`config.mk`:
```
export PLATFORM = sky130hd
export DESIGN_NAME = buddy_allocator_fit_modes_core
export DESIGN_NICKNAME = d
export VERILOG_FILES = /design/src/bam_pkg.sv /design/src/bam_ram.sv /design/src/buddy_allocator_fit_modes_core.sv
export SDC_FILE = /design/constraint.sdc
export NUM_CORES = 2
export LEC_CHECK = 0
export BUFFER_PORTS_ARGS = -buffer_cell sky130_fd_sc_hd__buf_2
export CAP_MARGIN = 20
export CORE_MARGIN = 1
export CORE_UTILIZATION = 60
export CTS_BUF_LIST = sky130_fd_sc_hd__clkbuf_8
export DETAILED_ROUTE_END_ITERATION = 6
export PLACE_DENSITY = 0.76
export SYNTH_ARGS = -nofsm -noshare
export SYNTH_HDL_FRONTEND = slang
export SYNTH_HIERARCHICAL = 1
export SYNTH_SLANG_ARGS = --single-unit
export TNS_END_PERCENT = 1
```
`constraint.sdc`:
```
create_clock -name clk -period 37 [get_ports clk]
set_input_delay 0 -clock clk [delete_from_list [all_inputs] [get_ports clk]]
set_output_delay 0 -clock clk [all_outputs]
set_load 0.03 [all_outputs]
```
`src/bam_pkg.sv`:
```
`default_nettype none
package bam_pkg;

  localparam int MAX_ARENA_LOG2_DEF = 12;
  localparam int MIN_BLOCK_LOG2_DEF = 4;

  localparam int STATUS_W = 2;
  localparam int OFFSET_W = 12;
  localparam int GSIZE_W  = 13;
  localparam int REQ_W    = 16;
  localparam int LOG_W    = 6;
  localparam int CFG_W    = 4;

  localparam logic [STATUS_W-1:0] STAT_OK      = 2'd0;
  localparam logic [STATUS_W-1:0] STAT_NOMEM   = 2'd1;
  localparam logic [STATUS_W-1:0] STAT_BADFREE = 2'd2;

  localparam logic [1:0] FIT_BEST  = 2'd1;
  localparam logic [1:0] FIT_WORST = 2'd2;

  localparam logic CFG_FIT_SEL    = 1'b0;
  localparam logic CFG_ARENA_LOG2 = 1'b1;

  localparam logic ACT_FREE = 1'b1;

  typedef enum logic [3:0] {
    S_IDLE,
    S_PREP,
    S_SCAN_RD,
    S_SCAN_EV,
    S_SPLIT,
    S_FREE_RD,
    S_FREE_EV,
    S_MERGE_RD,
    S_MERGE_EV,
    S_MERGE_HI,
    S_MERGE_LO,
    S_RESP
  } state_t;

endpackage
`default_nettype wire

```
`src/bam_ram.sv`:
```
`default_nettype none
module bam_ram #(
  parameter int WIDTH = 8,
  parameter int DEPTH = 256
) (
  input  wire logic                     clk,
  input  wire logic                     we,
  input  wire logic [$clog2(DEPTH)-1:0] waddr,
  input  wire logic [WIDTH-1:0]         wdata,
  input  wire logic [$clog2(DEPTH)-1:0] raddr,
  output      logic [WIDTH-1:0]         rdata
);

  logic [WIDTH-1:0] mem [DEPTH];

  always_ff @(posedge clk) begin
    if (we) begin
      mem[waddr] <= wdata;
    end
    rdata <= mem[raddr];
  end

endmodule
`default_nettype wire

```
`src/buddy_allocator_fit_modes_core.sv`:
```
// Channel   Direction  Handshake          Payload
// input     in         in_valid/in_stall  action, request_size, free_offset
// result    out        out_valid/out_stall status, block_offset, granted_size
// config    in         cfg_write          cfg_index, cfg_data
//
// Allocate: a table read per block head scanned (at most 2^(MAX_ARENA_LOG2 -
// MIN_BLOCK_LOG2) heads) and a write per split level. Free: frees the block, then
// per merge level a buddy read and two writes while the buddy is free; bad frees end
// early. Reset and a write of arena_log2 clear the per-slot valid bits at once, so the
// table reads as one free block spanning the arena with no clearing pass. in_stall is
// high while a transaction is in work; a stalled result holds in its register.
`default_nettype none
module buddy_allocator_fit_modes_core
  import bam_pkg::*;
#(
  parameter int MAX_ARENA_LOG2 = MAX_ARENA_LOG2_DEF,
  parameter int MIN_BLOCK_LOG2 = MIN_BLOCK_LOG2_DEF
) (
  input  wire logic                clk,
  input  wire logic                rst,
  input  wire logic                in_valid,
  output      logic                in_stall,
  input  wire logic                action,
  input  wire logic [REQ_W-1:0]    request_size,
  input  wire logic [REQ_W-1:0]    free_offset,
  output      logic                out_valid,
  input  wire logic                out_stall,
  output      logic [STATUS_W-1:0] status,
  output      logic [OFFSET_W-1:0] block_offset,
  output      logic [GSIZE_W-1:0]  granted_size,
  input  wire logic                cfg_write,
  input  wire logic                cfg_index,
  input  wire logic [CFG_W-1:0]    cfg_data
);

  localparam int SLOT_BITS = MAX_ARENA_LOG2 - MIN_BLOCK_LOG2;
  localparam int DEPTH     = 1 << SLOT_BITS;
  localparam int ORD_W     = $clog2(SLOT_BITS + 1);
  localparam int ENTRY_W   = ORD_W + 2;
  localparam int IDX_W     = SLOT_BITS + 1;
  localparam int LIM_W     = MAX_ARENA_LOG2 + 1;

  state_t state, state_next;

  logic [1:0]           fit_sel;
  logic [LOG_W-1:0]     arena_log2;
  logic [DEPTH-1:0]     vld;

  logic                 act;
  logic [REQ_W-1:0]     size_q;
  logic [REQ_W-1:0]     off_q;
  logic [LOG_W-1:0]     k_q;
  logic [ORD_W-1:0]     ro;
  logic [IDX_W-1:0]     idx;
  logic                 found;
  logic [SLOT_BITS-1:0] sel;
  logic [ORD_W-1:0]     so;
  logic [SLOT_BITS-1:0] s;
  logic [ORD_W-1:0]     o;
  logic [IDX_W-1:0]     b_q;
  logic [SLOT_BITS-1:0] rd_addr_q;
  logic                 rd_vld_q;
  logic [STATUS_W-1:0]  pend_status;
  logic [OFFSET_W-1:0]  pend_off;
  logic [GSIZE_W-1:0]   pend_size;

  logic                 ram_we;
  logic [SLOT_BITS-1:0] ram_waddr;
  logic [ENTRY_W-1:0]   ram_wdata;
  logic [SLOT_BITS-1:0] ram_raddr;
  logic [ENTRY_W-1:0]   ram_rdata;

  bam_ram #(.WIDTH(ENTRY_W), .DEPTH(DEPTH)) u_table (
    .clk   (clk),
    .we    (ram_we),
    .waddr (ram_waddr),
    .wdata (ram_wdata),
    .raddr (ram_raddr),
    .rdata (ram_rdata)
  );

  // Arena-wide quantities.
  logic [ORD_W-1:0] arena_ord;
  logic [IDX_W-1:0] nslots;
  assign arena_ord = ORD_W'(arena_log2 - LOG_W'(MIN_BLOCK_LOG2));
  assign nslots    = IDX_W'(1) << arena_ord;

  // A slot never written since the last clear reads as its reset value.
  logic [ENTRY_W-1:0] eff;
  logic               e_head, e_occ;
  logic [ORD_W-1:0]   e_ord;
  always_comb begin
    if (rd_vld_q) begin
      eff = ram_rdata;
    end else if (rd_addr_q == '0) begin
      eff = {1'b1, 1'b0, arena_ord};
    end else begin
      eff = '0;
    end
  end
  assign e_head = eff[ENTRY_W-1];
  assign e_occ  = eff[ENTRY_W-2];
  assign e_ord  = eff[ORD_W-1:0];

  // Request rounding: k = max(MIN_BLOCK_LOG2, ceil(log2(size))).
  logic [REQ_W-1:0] sm1;
  logic [LOG_W-1:0] clg, k_c;
  logic             too_big;
  always_comb begin
    sm1 = (size_q == '0) ? '0 : size_q - REQ_W'(1);
    clg = '0;
    for (int j = 0; j < REQ_W; j++) begin
      if (sm1[j]) clg = LOG_W'(j + 1);
    end
    k_c = (clg < LOG_W'(MIN_BLOCK_LOG2)) ? LOG_W'(MIN_BLOCK_LOG2) : clg;
  end
  assign too_big = k_c > arena_log2;

  logic [LIM_W-1:0] lim;
  logic             free_bad;
  assign lim      = LIM_W'(1) << arena_log2;
  assign free_bad = (LIM_W'(off_q) >= lim) || (off_q >= REQ_W'(lim))
                    || (off_q[MIN_BLOCK_LOG2-1:0] != '0);

  // Scan step.
  logic             fits, take, stop_first;
  logic [IDX_W-1:0] idx_adv;
  logic             scan_end;
  assign fits = e_head && !e_occ && (e_ord >= ro);
  assign take = fits && (!found || (fit_sel == FIT_BEST && e_ord < so)
                        || (fit_sel == FIT_WORST && e_ord > so));
  assign stop_first = fits && !found && fit_sel != FIT_BEST && fit_sel != FIT_WORST;
  assign idx_adv  = e_head ? idx + (IDX_W'(1) << e_ord) : idx + IDX_W'(1);
  assign scan_end = stop_first || (idx_adv >= nslots);

  // Merge step.
  logic [IDX_W-1:0]     b_c;
  logic                 buddy_ok;
  logic [SLOT_BITS-1:0] lo, hi;
  assign b_c      = {1'b0, s} ^ (IDX_W'(1) << o);
  assign buddy_ok = e_head && !e_occ && (e_ord == o);
  assign lo       = (s < b_q[SLOT_BITS-1:0]) ? s : b_q[SLOT_BITS-1:0];
  assign hi       = (s < b_q[SLOT_BITS-1:0]) ? b_q[SLOT_BITS-1:0] : s;

  logic out_free;
  assign out_free = !out_valid || !out_stall;

  // Next state.
  always_comb begin
    state_next = state;
    unique case (state)
      S_IDLE:     if (in_valid) state_next = S_PREP;
      S_PREP: begin
        if (act == ACT_FREE) state_next = free_bad ? S_RESP : S_FREE_RD;
        else                 state_next = too_big ? S_RESP : S_SCAN_RD;
      end
      S_SCAN_RD:  state_next = S_SCAN_EV;
      S_SCAN_EV: begin
        if (scan_end) state_next = (found || fits) ? S_SPLIT : S_RESP;
        else          state_next = S_SCAN_RD;
      end
      S_SPLIT:    if (so <= ro) state_next = S_RESP;
      S_FREE_RD:  state_next = S_FREE_EV;
      S_FREE_EV:  state_next = (e_head && e_occ) ? S_MERGE_RD : S_RESP;
      S_MERGE_RD: state_next = (b_c >= nslots) ? S_RESP : S_MERGE_EV;
      S_MERGE_EV: state_next = buddy_ok ? S_MERGE_HI : S_RESP;
      S_MERGE_HI: state_next = S_MERGE_LO;
      S_MERGE_LO: state_next = S_MERGE_RD;
      S_RESP:     if (out_free) state_next = S_IDLE;
      default:    state_next = S_IDLE;
    endcase
  end

  // Table port control.
  always_comb begin
    ram_we    = 1'b0;
    ram_waddr = '0;
    ram_wdata = '0;
    ram_raddr = '0;
    unique case (state)
      S_SCAN_RD:  ram_raddr = idx[SLOT_BITS-1:0];
      S_FREE_RD:  ram_raddr = s;
      S_MERGE_RD: ram_raddr = b_c[SLOT_BITS-1:0];
      S_SPLIT: begin
        ram_we = 1'b1;
        if (so > ro) begin
          ram_waddr = sel + (SLOT_BITS'(1) << (so - ORD_W'(1)));
          ram_wdata = {1'b1, 1'b0, so - ORD_W'(1)};
        end else begin
          ram_waddr = sel;
          ram_wdata = {1'b1, 1'b1, ro};
        end
      end
      S_FREE_EV: begin
        ram_we    = e_head && e_occ;
        ram_waddr = s;
        ram_wdata = {1'b1, 1'b0, e_ord};
      end
      S_MERGE_HI: begin
        ram_we    = 1'b1;
        ram_waddr = hi;
        ram_wdata = '0;
      end
      S_MERGE_LO: begin
        ram_we    = 1'b1;
        ram_waddr = lo;
        ram_wdata = {1'b1, 1'b0, o + ORD_W'(1)};
      end
      default: ;
    endcase
  end

  assign in_stall = (state != S_IDLE);

  always_ff @(posedge clk) begin
    if (rst) begin
      state      <= S_IDLE;
      fit_sel    <= '0;
      arena_log2 <= LOG_W'(MAX_ARENA_LOG2);
      vld        <= '0;
      out_valid  <= 1'b0;
    end else begin
      state <= state_next;
      if (cfg_write && cfg_index == CFG_FIT_SEL) begin
        fit_sel <= cfg_data[1:0];
      end
      if (cfg_write && cfg_index == CFG_ARENA_LOG2) begin
        if (LOG_W'(cfg_data) < LOG_W'(MIN_BLOCK_LOG2)) begin
          arena_log2 <= LOG_W'(MIN_BLOCK_LOG2);
        end else if (LOG_W'(cfg_data) > LOG_W'(MAX_ARENA_LOG2)) begin
          arena_log2 <= LOG_W'(MAX_ARENA_LOG2);
        end else begin
          arena_log2 <= LOG_W'(cfg_data);
        end
        vld <= '0;
      end else if (ram_we) begin
        vld[ram_waddr] <= 1'b1;
      end
      if (state == S_RESP && out_free) begin
        out_valid <= 1'b1;
      end else if (!out_stall) begin
        out_valid <= 1'b0;
      end
    end
  end

  // Datapath registers.
  always_ff @(posedge clk) begin
    rd_addr_q <= ram_raddr;
    rd_vld_q  <= vld[ram_raddr];
    unique case (state)
      S_IDLE: begin
        act    <= action;
        size_q <= request_size;
        off_q  <= free_offset;
      end
      S_PREP: begin
        k_q   <= k_c;
        ro    <= ORD_W'(k_c - LOG_W'(MIN_BLOCK_LOG2));
        idx   <= '0;
        found <= 1'b0;
        s     <= SLOT_BITS'(off_q >> MIN_BLOCK_LOG2);
        pend_off  <= (act == ACT_FREE && !free_bad) ? off_q[OFFSET_W-1:0] : '0;
        pend_size <= '0;
        if (act == ACT_FREE) begin
          pend_status <= free_bad ? STAT_BADFREE : STAT_OK;
        end else begin
          pend_status <= too_big ? STAT_NOMEM : STAT_OK;
        end
      end
      S_SCAN_EV: begin
        if (take) begin
          found <= 1'b1;
          sel   <= idx[SLOT_BITS-1:0];
          so    <= e_ord;
        end
        idx <= idx_adv;
        if (scan_end && !(found || fits)) pend_status <= STAT_NOMEM;
      end
      S_SPLIT: begin
        if (so > ro) begin
          so <= so - ORD_W'(1);
        end else begin
          pend_off  <= OFFSET_W'({sel, {MIN_BLOCK_LOG2{1'b0}}});
          pend_size <= GSIZE_W'(1) << k_q;
        end
      end
      S_FREE_EV: begin
        o <= e_ord;
        if (!(e_head && e_occ)) begin
          pend_status <= STAT_BADFREE;
          pend_off    <= '0;
        end
      end
      S_MERGE_RD: b_q <= b_c;
      S_MERGE_LO: begin
        s <= lo;
        o <= o + ORD_W'(1);
      end
      S_RESP: begin
        if (out_free) begin
          status       <= pend_status;
          block_offset <= pend_off;
          granted_size <= pend_size;
        end
      end
      default: ;
    endcase
  end

endmodule
`default_nettype wire

```
== Yosys cells after proc, flatten, opt, wreduce, memory -nomap -nowiden ==
Memory sizes are Yosys's and may differ from the RTL's. A register that Yosys moved wholly into a read port is not among the register bits.
Index checks and enable logic that the tools add are counted.

* Register bits: 415
* Latch bits: 0
* Bits in writable memories: 1536
* Bits in read-only memories: 0
* Bits of input ports: 43
* Logic and storage cells: 207
* Memories: 1

* $add $sub $neg: 8
* Multipliers: 0
* Divide/modulo/power cells: 0
* $lt $le $gt $ge: 17
* Eq/ne operators: 25
* Shift-type cells: 6
* Mux-type cells: 71
* Bitwise logic cells: 3
* Reductions and logical operators: 51

{| class="wikitable"
|+ Memory list
! name !! depth !! bits a word !! rd ports !! clocked after Yosys merged registers in !! wr ports !! RTL line !! text
|-
| u_table.mem || 256 || 6 || 1 || 1 || 1 || bam_ram.sv:14 || <nowiki>logic [WIDTH-1:0] mem [DEPTH];</nowiki>
|}

{| class="wikitable"
|+ Operator list
! kind !! count
|-
| $or 256x256->256 || 1
|-
| $mux 6 || 16
|-
| $mux 4 || 13
|-
| $pmux 4 s12 || 1
|-
| $mux 12 || 3
|-
| $pmux 12 s3 || 1
|-
| $pmux 8 s4 || 1
|-
| $shl 1x4->9 const A || 3
|-
| $pmux 13 s2 || 1
|-
| $mux 8 || 3
|-
| $pmux 8 s3 || 1
|-
| $ge 9x9->1 || 2
|-
| $lt 8x9->1 const B || 2
|-
| $ne 2x2->1 const B || 9
|-
| $pmux 6 s3 || 1
|-
| $pmux 9 s2 || 1
|-
| $eq 4x3->1 const B || 4
|-
| $eq 4x4->1 const B || 4
|-
| $ge 16x13->1 || 1
|-
| $logic_and 1x1->1 || 16
|-
| $logic_not 16->1 || 1
|-
| $mux 16 || 1
|-
| $mux 2 || 8
|-
| $pmux 4 s2 || 2
|-
| 49 further kinds || 85
|}

== Depth between registers and ports, before layout ==
* Word-level depth: 24
* Depth in mapped cells: 25
* Mapped depth without buffers: 23

== Cells and area by module ==
Netlist, hierarchy kept.

{| class="wikitable"
|+ Modules (own cells, without submodules)
! module !! instances !! cells each !! area an instance (µm²) !! sequential area each (µm²)
|-
| bam_ram || 1 || 2964 || 60073.9 || 46244.4
|-
| buddy_allocator_fit_modes_core || 1 || 2175 || 19947.9 || 9609.2
|}

== Worst setup path after synthesis ==
OpenSTA, ideal clock, no wires.

* Path kind: flip-flop to flip-flop
* Start point: register ro[1]
* End point: memory u_table/mem[0][1] in the netlist's numbering, data pin
* Library setup time: 2187 ps
* Arrival: 11970 ps
* Data required time: 34813 ps
* Path slack: 22843 ps
* Stages on the path, launching flop included: 11
* Path buffers: 2
* Path through: edfxtp_1 -> clkbuf_1 -> inv_1 -> ha_1 -> nor2b_1 -> o21a_1 -> o21a_1 -> o21ai_2 -> clkbuf_1 -> a21oi_1 -> o21ai_0

* Word-level cells in the longest chain between the ends: 3

{| class="wikitable"
|+ RTL lines
! item !! RTL line !! text
|-
| start, declared || buddy_allocator_fit_modes_core.sv:53 || <nowiki>logic [ORD_W-1:0] ro;</nowiki>
|-
| start signal, assigned || buddy_allocator_fit_modes_core.sv:259 || <nowiki>ro <= ORD_W'(k_c - LOG_W'(MIN_BLOCK_LOG2));</nowiki>
|-
| $gt 4x4->1 || buddy_allocator_fit_modes_core.sv:186 || <nowiki>if (so > ro) begin</nowiki>
|-
| $mux 5 (*) || buddy_allocator_fit_modes_core.sv:186 ||
|-
| $pmux 6 s3 (*) || buddy_allocator_fit_modes_core.sv:180 || <nowiki>unique case (state)</nowiki>
|-
| net ram_wdata[1] || buddy_allocator_fit_modes_core.sv:69 || <nowiki>logic [ENTRY_W-1:0] ram_wdata;</nowiki>
|-
| end, declared || bam_ram.sv:14 ||
|}

The timed path passes the listed nets; every way through them passes the cells marked *.

== Worst setup path after layout ==
* Start point: register state[0]
* End point: register u_table.rdata[3], read port of u_table.mem

* Word-level cells in the longest chain between the ends: 2
* Elaborated cells on any way between the ends: 4

{| class="wikitable"
|+ RTL lines
! item !! RTL line !! text
|-
| start, declared || buddy_allocator_fit_modes_core.sv:43 || <nowiki>state_t state, state_next;</nowiki>
|-
| start signal, assigned || buddy_allocator_fit_modes_core.sv:223 || <nowiki>state <= state_next;</nowiki>
|-
| $eq 4x3->1 or $eq 4x2->1 (tied branches) || buddy_allocator_fit_modes_core.sv:180 ||
|-
| $pmux 8 s3 (*) || buddy_allocator_fit_modes_core.sv:180 ||
|-
| end, declared || bam_ram.sv:11 || <nowiki>output logic [WIDTH-1:0] rdata</nowiki>
|}

Every way passes the cells marked *; elsewhere a longest branch is shown, timed or not.
A chain may end at the register's enable or synchronous reset.

==> reports/qor.txt <==
Status = finished, violations left
Failing checks = design-rule violations
Reg-to-reg setup timing slack = 29.59 ns
Dominant register cell in the synthesized netlist = edfxtp_1
Hold EP = vld[28]$_SDFFE_PP0P_
CTS tree = yes
Via count = 48008
Most frequent cells in the layout = edfxtp_1, nand2_1, nor2_1, mux4_2, clkbuf_8
Vias per cell = 6.51
Hold_ws = 0.148 ns
Synth cell types = 103
GR Util met3 = 7.53%
Crit path top cell by count = buf_4
P_leak = 27.9 nW
Die area = 135000 um2
Area added between synthesis and finish = 10.7%
Kind of critical path = flop to flop
Setup violators final = 0
Number of top-level pins = 72
CTS buffer count = 319
Crit. End Element = flop
Slew Limit Headroom = 16.4%
DIE WIDTH = 367 um
Post-route DRC = 14
Std-Cell Rows = 133
Asr flop ratio synth = 0%
# hold bufs at CTS = 95
CP arrival = 8.27 ns
Fin nets = 5526
Total power = 5.16 mW
WL final = 201000 um
Final count of hold timing violations = 0
Most Crowded Layer GR = met2
CTS clk-pin slew, worst paths = 0.06 ns
RSZ-0062 raised after global routing = false
Global route overflow = 0
Hold path startpoint = cfg_index
Slowest CP cell = buf_4
Slew Limit Fails = 0
Router iterations before antenna repair = 7
Die Y = 367 um
Crit Path Max Fanout = 122
Post-CTS Setup Bufs = 0
Clock root buffer = clkbuf_8
WP buf/inv = 5
Worst reg-to-reg path cell count = 13
Highest clock rate = 0.135 GHz
Post-synth EDFFs = 1672
Setup TNS = 0 ns
Fin crit share = 20.0%
Mapped cell area = 80000 um2
Fillcell total = 8713
Worst-skew pair later-pin latency = 1.04 ns
Layout cells sized above 1 = 18.7%
Global-route wire length before repair = 298000 um
Largest net degree at the start of global routing = 235
Worst slew pin tran = 1.24 ns
CTS H-tree lvls = 5
CP Cell Sequence = or2b_2, nor2_4, a21boi_4, buf_4, inv_16, buf_4, buf_12, buf_4, mux4_2, a221oi_1, o21ai_0, nor4_1, o221ai_1
Setup WS post-layout = 29.59 ns
WP data required = 37.86 ns
Synth Register Bits = 1954
Worst slack at placement = 29.61 ns
Vias in the first global route = 47229
GPL Wtd Cong = 0.919
Clock Skew = 0.0774 ns
Clk sinks = 1954
Yosys warnings = 6
Post-Syn Instances = 5139
Mapped Avg Cell Area = 15.6 um2
Initial core utilization = 60.6%
Max incr delay on CP = 0.83 ns
Initial antenna violation count = 5
Max cap viols = 0
Routed length per instance = 27.3 um
Dpl cell area = 81900 um2
CP Launch Type = flop
1st-iter DRT viols = 6863
Reg2Reg Capture Point = u_table/rdata[3]$_DFF_P_
GR Layer Usage met1 = 39.9%
Fin area = 88500 um2
WHS Path Cells = 5
Sequential area share after synthesis = 69.8%
Hold crit path type = primary input to flop
Met2 Use GR = 45.9%
Largest delay share family, worst path = buffers and inverters
PortBufs = 71
Worst r2r src = state[0]$_SDFFE_PP0P_
Worst vdd ir = 0.0000491 V
Pwr/cell area = 58.2 nW/um2
Commonest non-fill, non-tap cell in the layout = edfxtp_1
Post-CTS sizing = 0
Antenna Nets Post-Route = 0
GRT Total Usage = 29.8%
Final Critical Period = 7.41 ns
CTS max path bufs = 4
Post-DP HPWL = 122000 um
Core area = 132000 um2
where the power goes:
part	total, mW	switching, mW	internal, mW
Sequential	2.56	0.0735	2.49
Clock	1.70	0.821	0.882
Combinational	0.890	0.575	0.315
synthesized netlist by cell type (20+ instances only):
cell         n  area [um2]
nor4_1      22         138
o221ai_1    34         298
clkbuf_1   164         616
buf_6       21         236
nand2_1    586        2200
buf_2       71         355
nor2_1     387        1450
a32oi_1     44         385
a221oi_1    20         175
and2_1      28         175
nor2b_1     31         194
nand3_1     78         390
nor3_1      47         235
xnor2_1     25         219
o21ai_2     82         718
dfxtp_1    282        5650
a21oi_1    152         761
a22oi_1     87         653
mux2i_1    122        1220
buf_4       33         248
inv_1       62         233
o21ai_0    238        1190
o22ai_1     40         250
mux4_2     343        7720
edfxtp_1  1672       50200
a211oi_1    24         180
a21o_1      20         150
mux2_2      24         270
ha_1        79         988
tightest hold or removal path: cells and delay by family:
family,cells,cell delay (ns)
simple gates,1,0.12
buf+inv,2,0.72
compound gates,2,0.25
metal layers:
metal	routed length [um]	vias up
li1	-	20542
met4	9620	6
met1	75300	23917
met3	21800	619
met5	47	-
met2	94300	2924
area by class of cell:
type                    count  area, um2  share of cell area (%)
diodes                      5       12.5                  0.0141
clock buffers             336       4620                    5.22
clock inverters           199       1000                    1.13
inverters                  66        273                   0.308
multi-input cells        2813      22600                    25.5
flip-flops and latches   1954      55900                    63.1
well taps                1755       2200                    2.48
repair buffers            248       2020                    2.28
per-stage QoR:
step	cells	utilization (%)
floorplan	5142	-
global placement	6734	62.0
detailed placement	6735	62.0
CTS	7365	67.0
global route	7373	67.1
finish	7376	67.1
kinds of logic after synthesis:
logic type,share of synthesized area (%)
muxes,11.5
AOI/OAI and AO/OA,7.48
buffers and inverters,2.23
adders and majority gates,1.29
other,0.00469
xor gates and xnor gates,0.405
DFF,69.8
and+or+nand+nor,7.26
flip-flops by register name, summed over array words and instances, names as in the netlist, 8 cells and up:
register / count
size_q: 16
idx: 9
rd_addr_q: 8
off_q: 16
block_offset: 12
b_q: 8
pend_size: 13
s: 8
granted_size: 13
vld: 256
sel: 8
u_table/mem: 1536
pend_off: 12
worst max path at each step:
stage,to,depth (start not counted),slack [ns],startpoint
final,u_table/rdata[3]$_DFF_P_,13,29.59,state[0]$_SDFFE_PP0P_
after floorplan,u_table/mem[0][1]$_DFFE_PP_,10,22.84,ro[1]$_DFFE_PP_
after CTS,u_table/rdata[3]$_DFF_P_,13,29.62,state[0]$_SDFFE_PP0P_
after detailed placement,u_table/rdata[3]$_DFF_P_,13,29.61,state[0]$_SDFFE_PP0P_
after global routing,u_table/rdata[3]$_DFF_P_,13,29.05,state[0]$_SDFFE_PP0P_
after global placement,u_table/rdata[3]$_DFF_P_,13,29.66,state[0]$_SDFFE_PP0P_
Power figures use the tool's default switching activity.
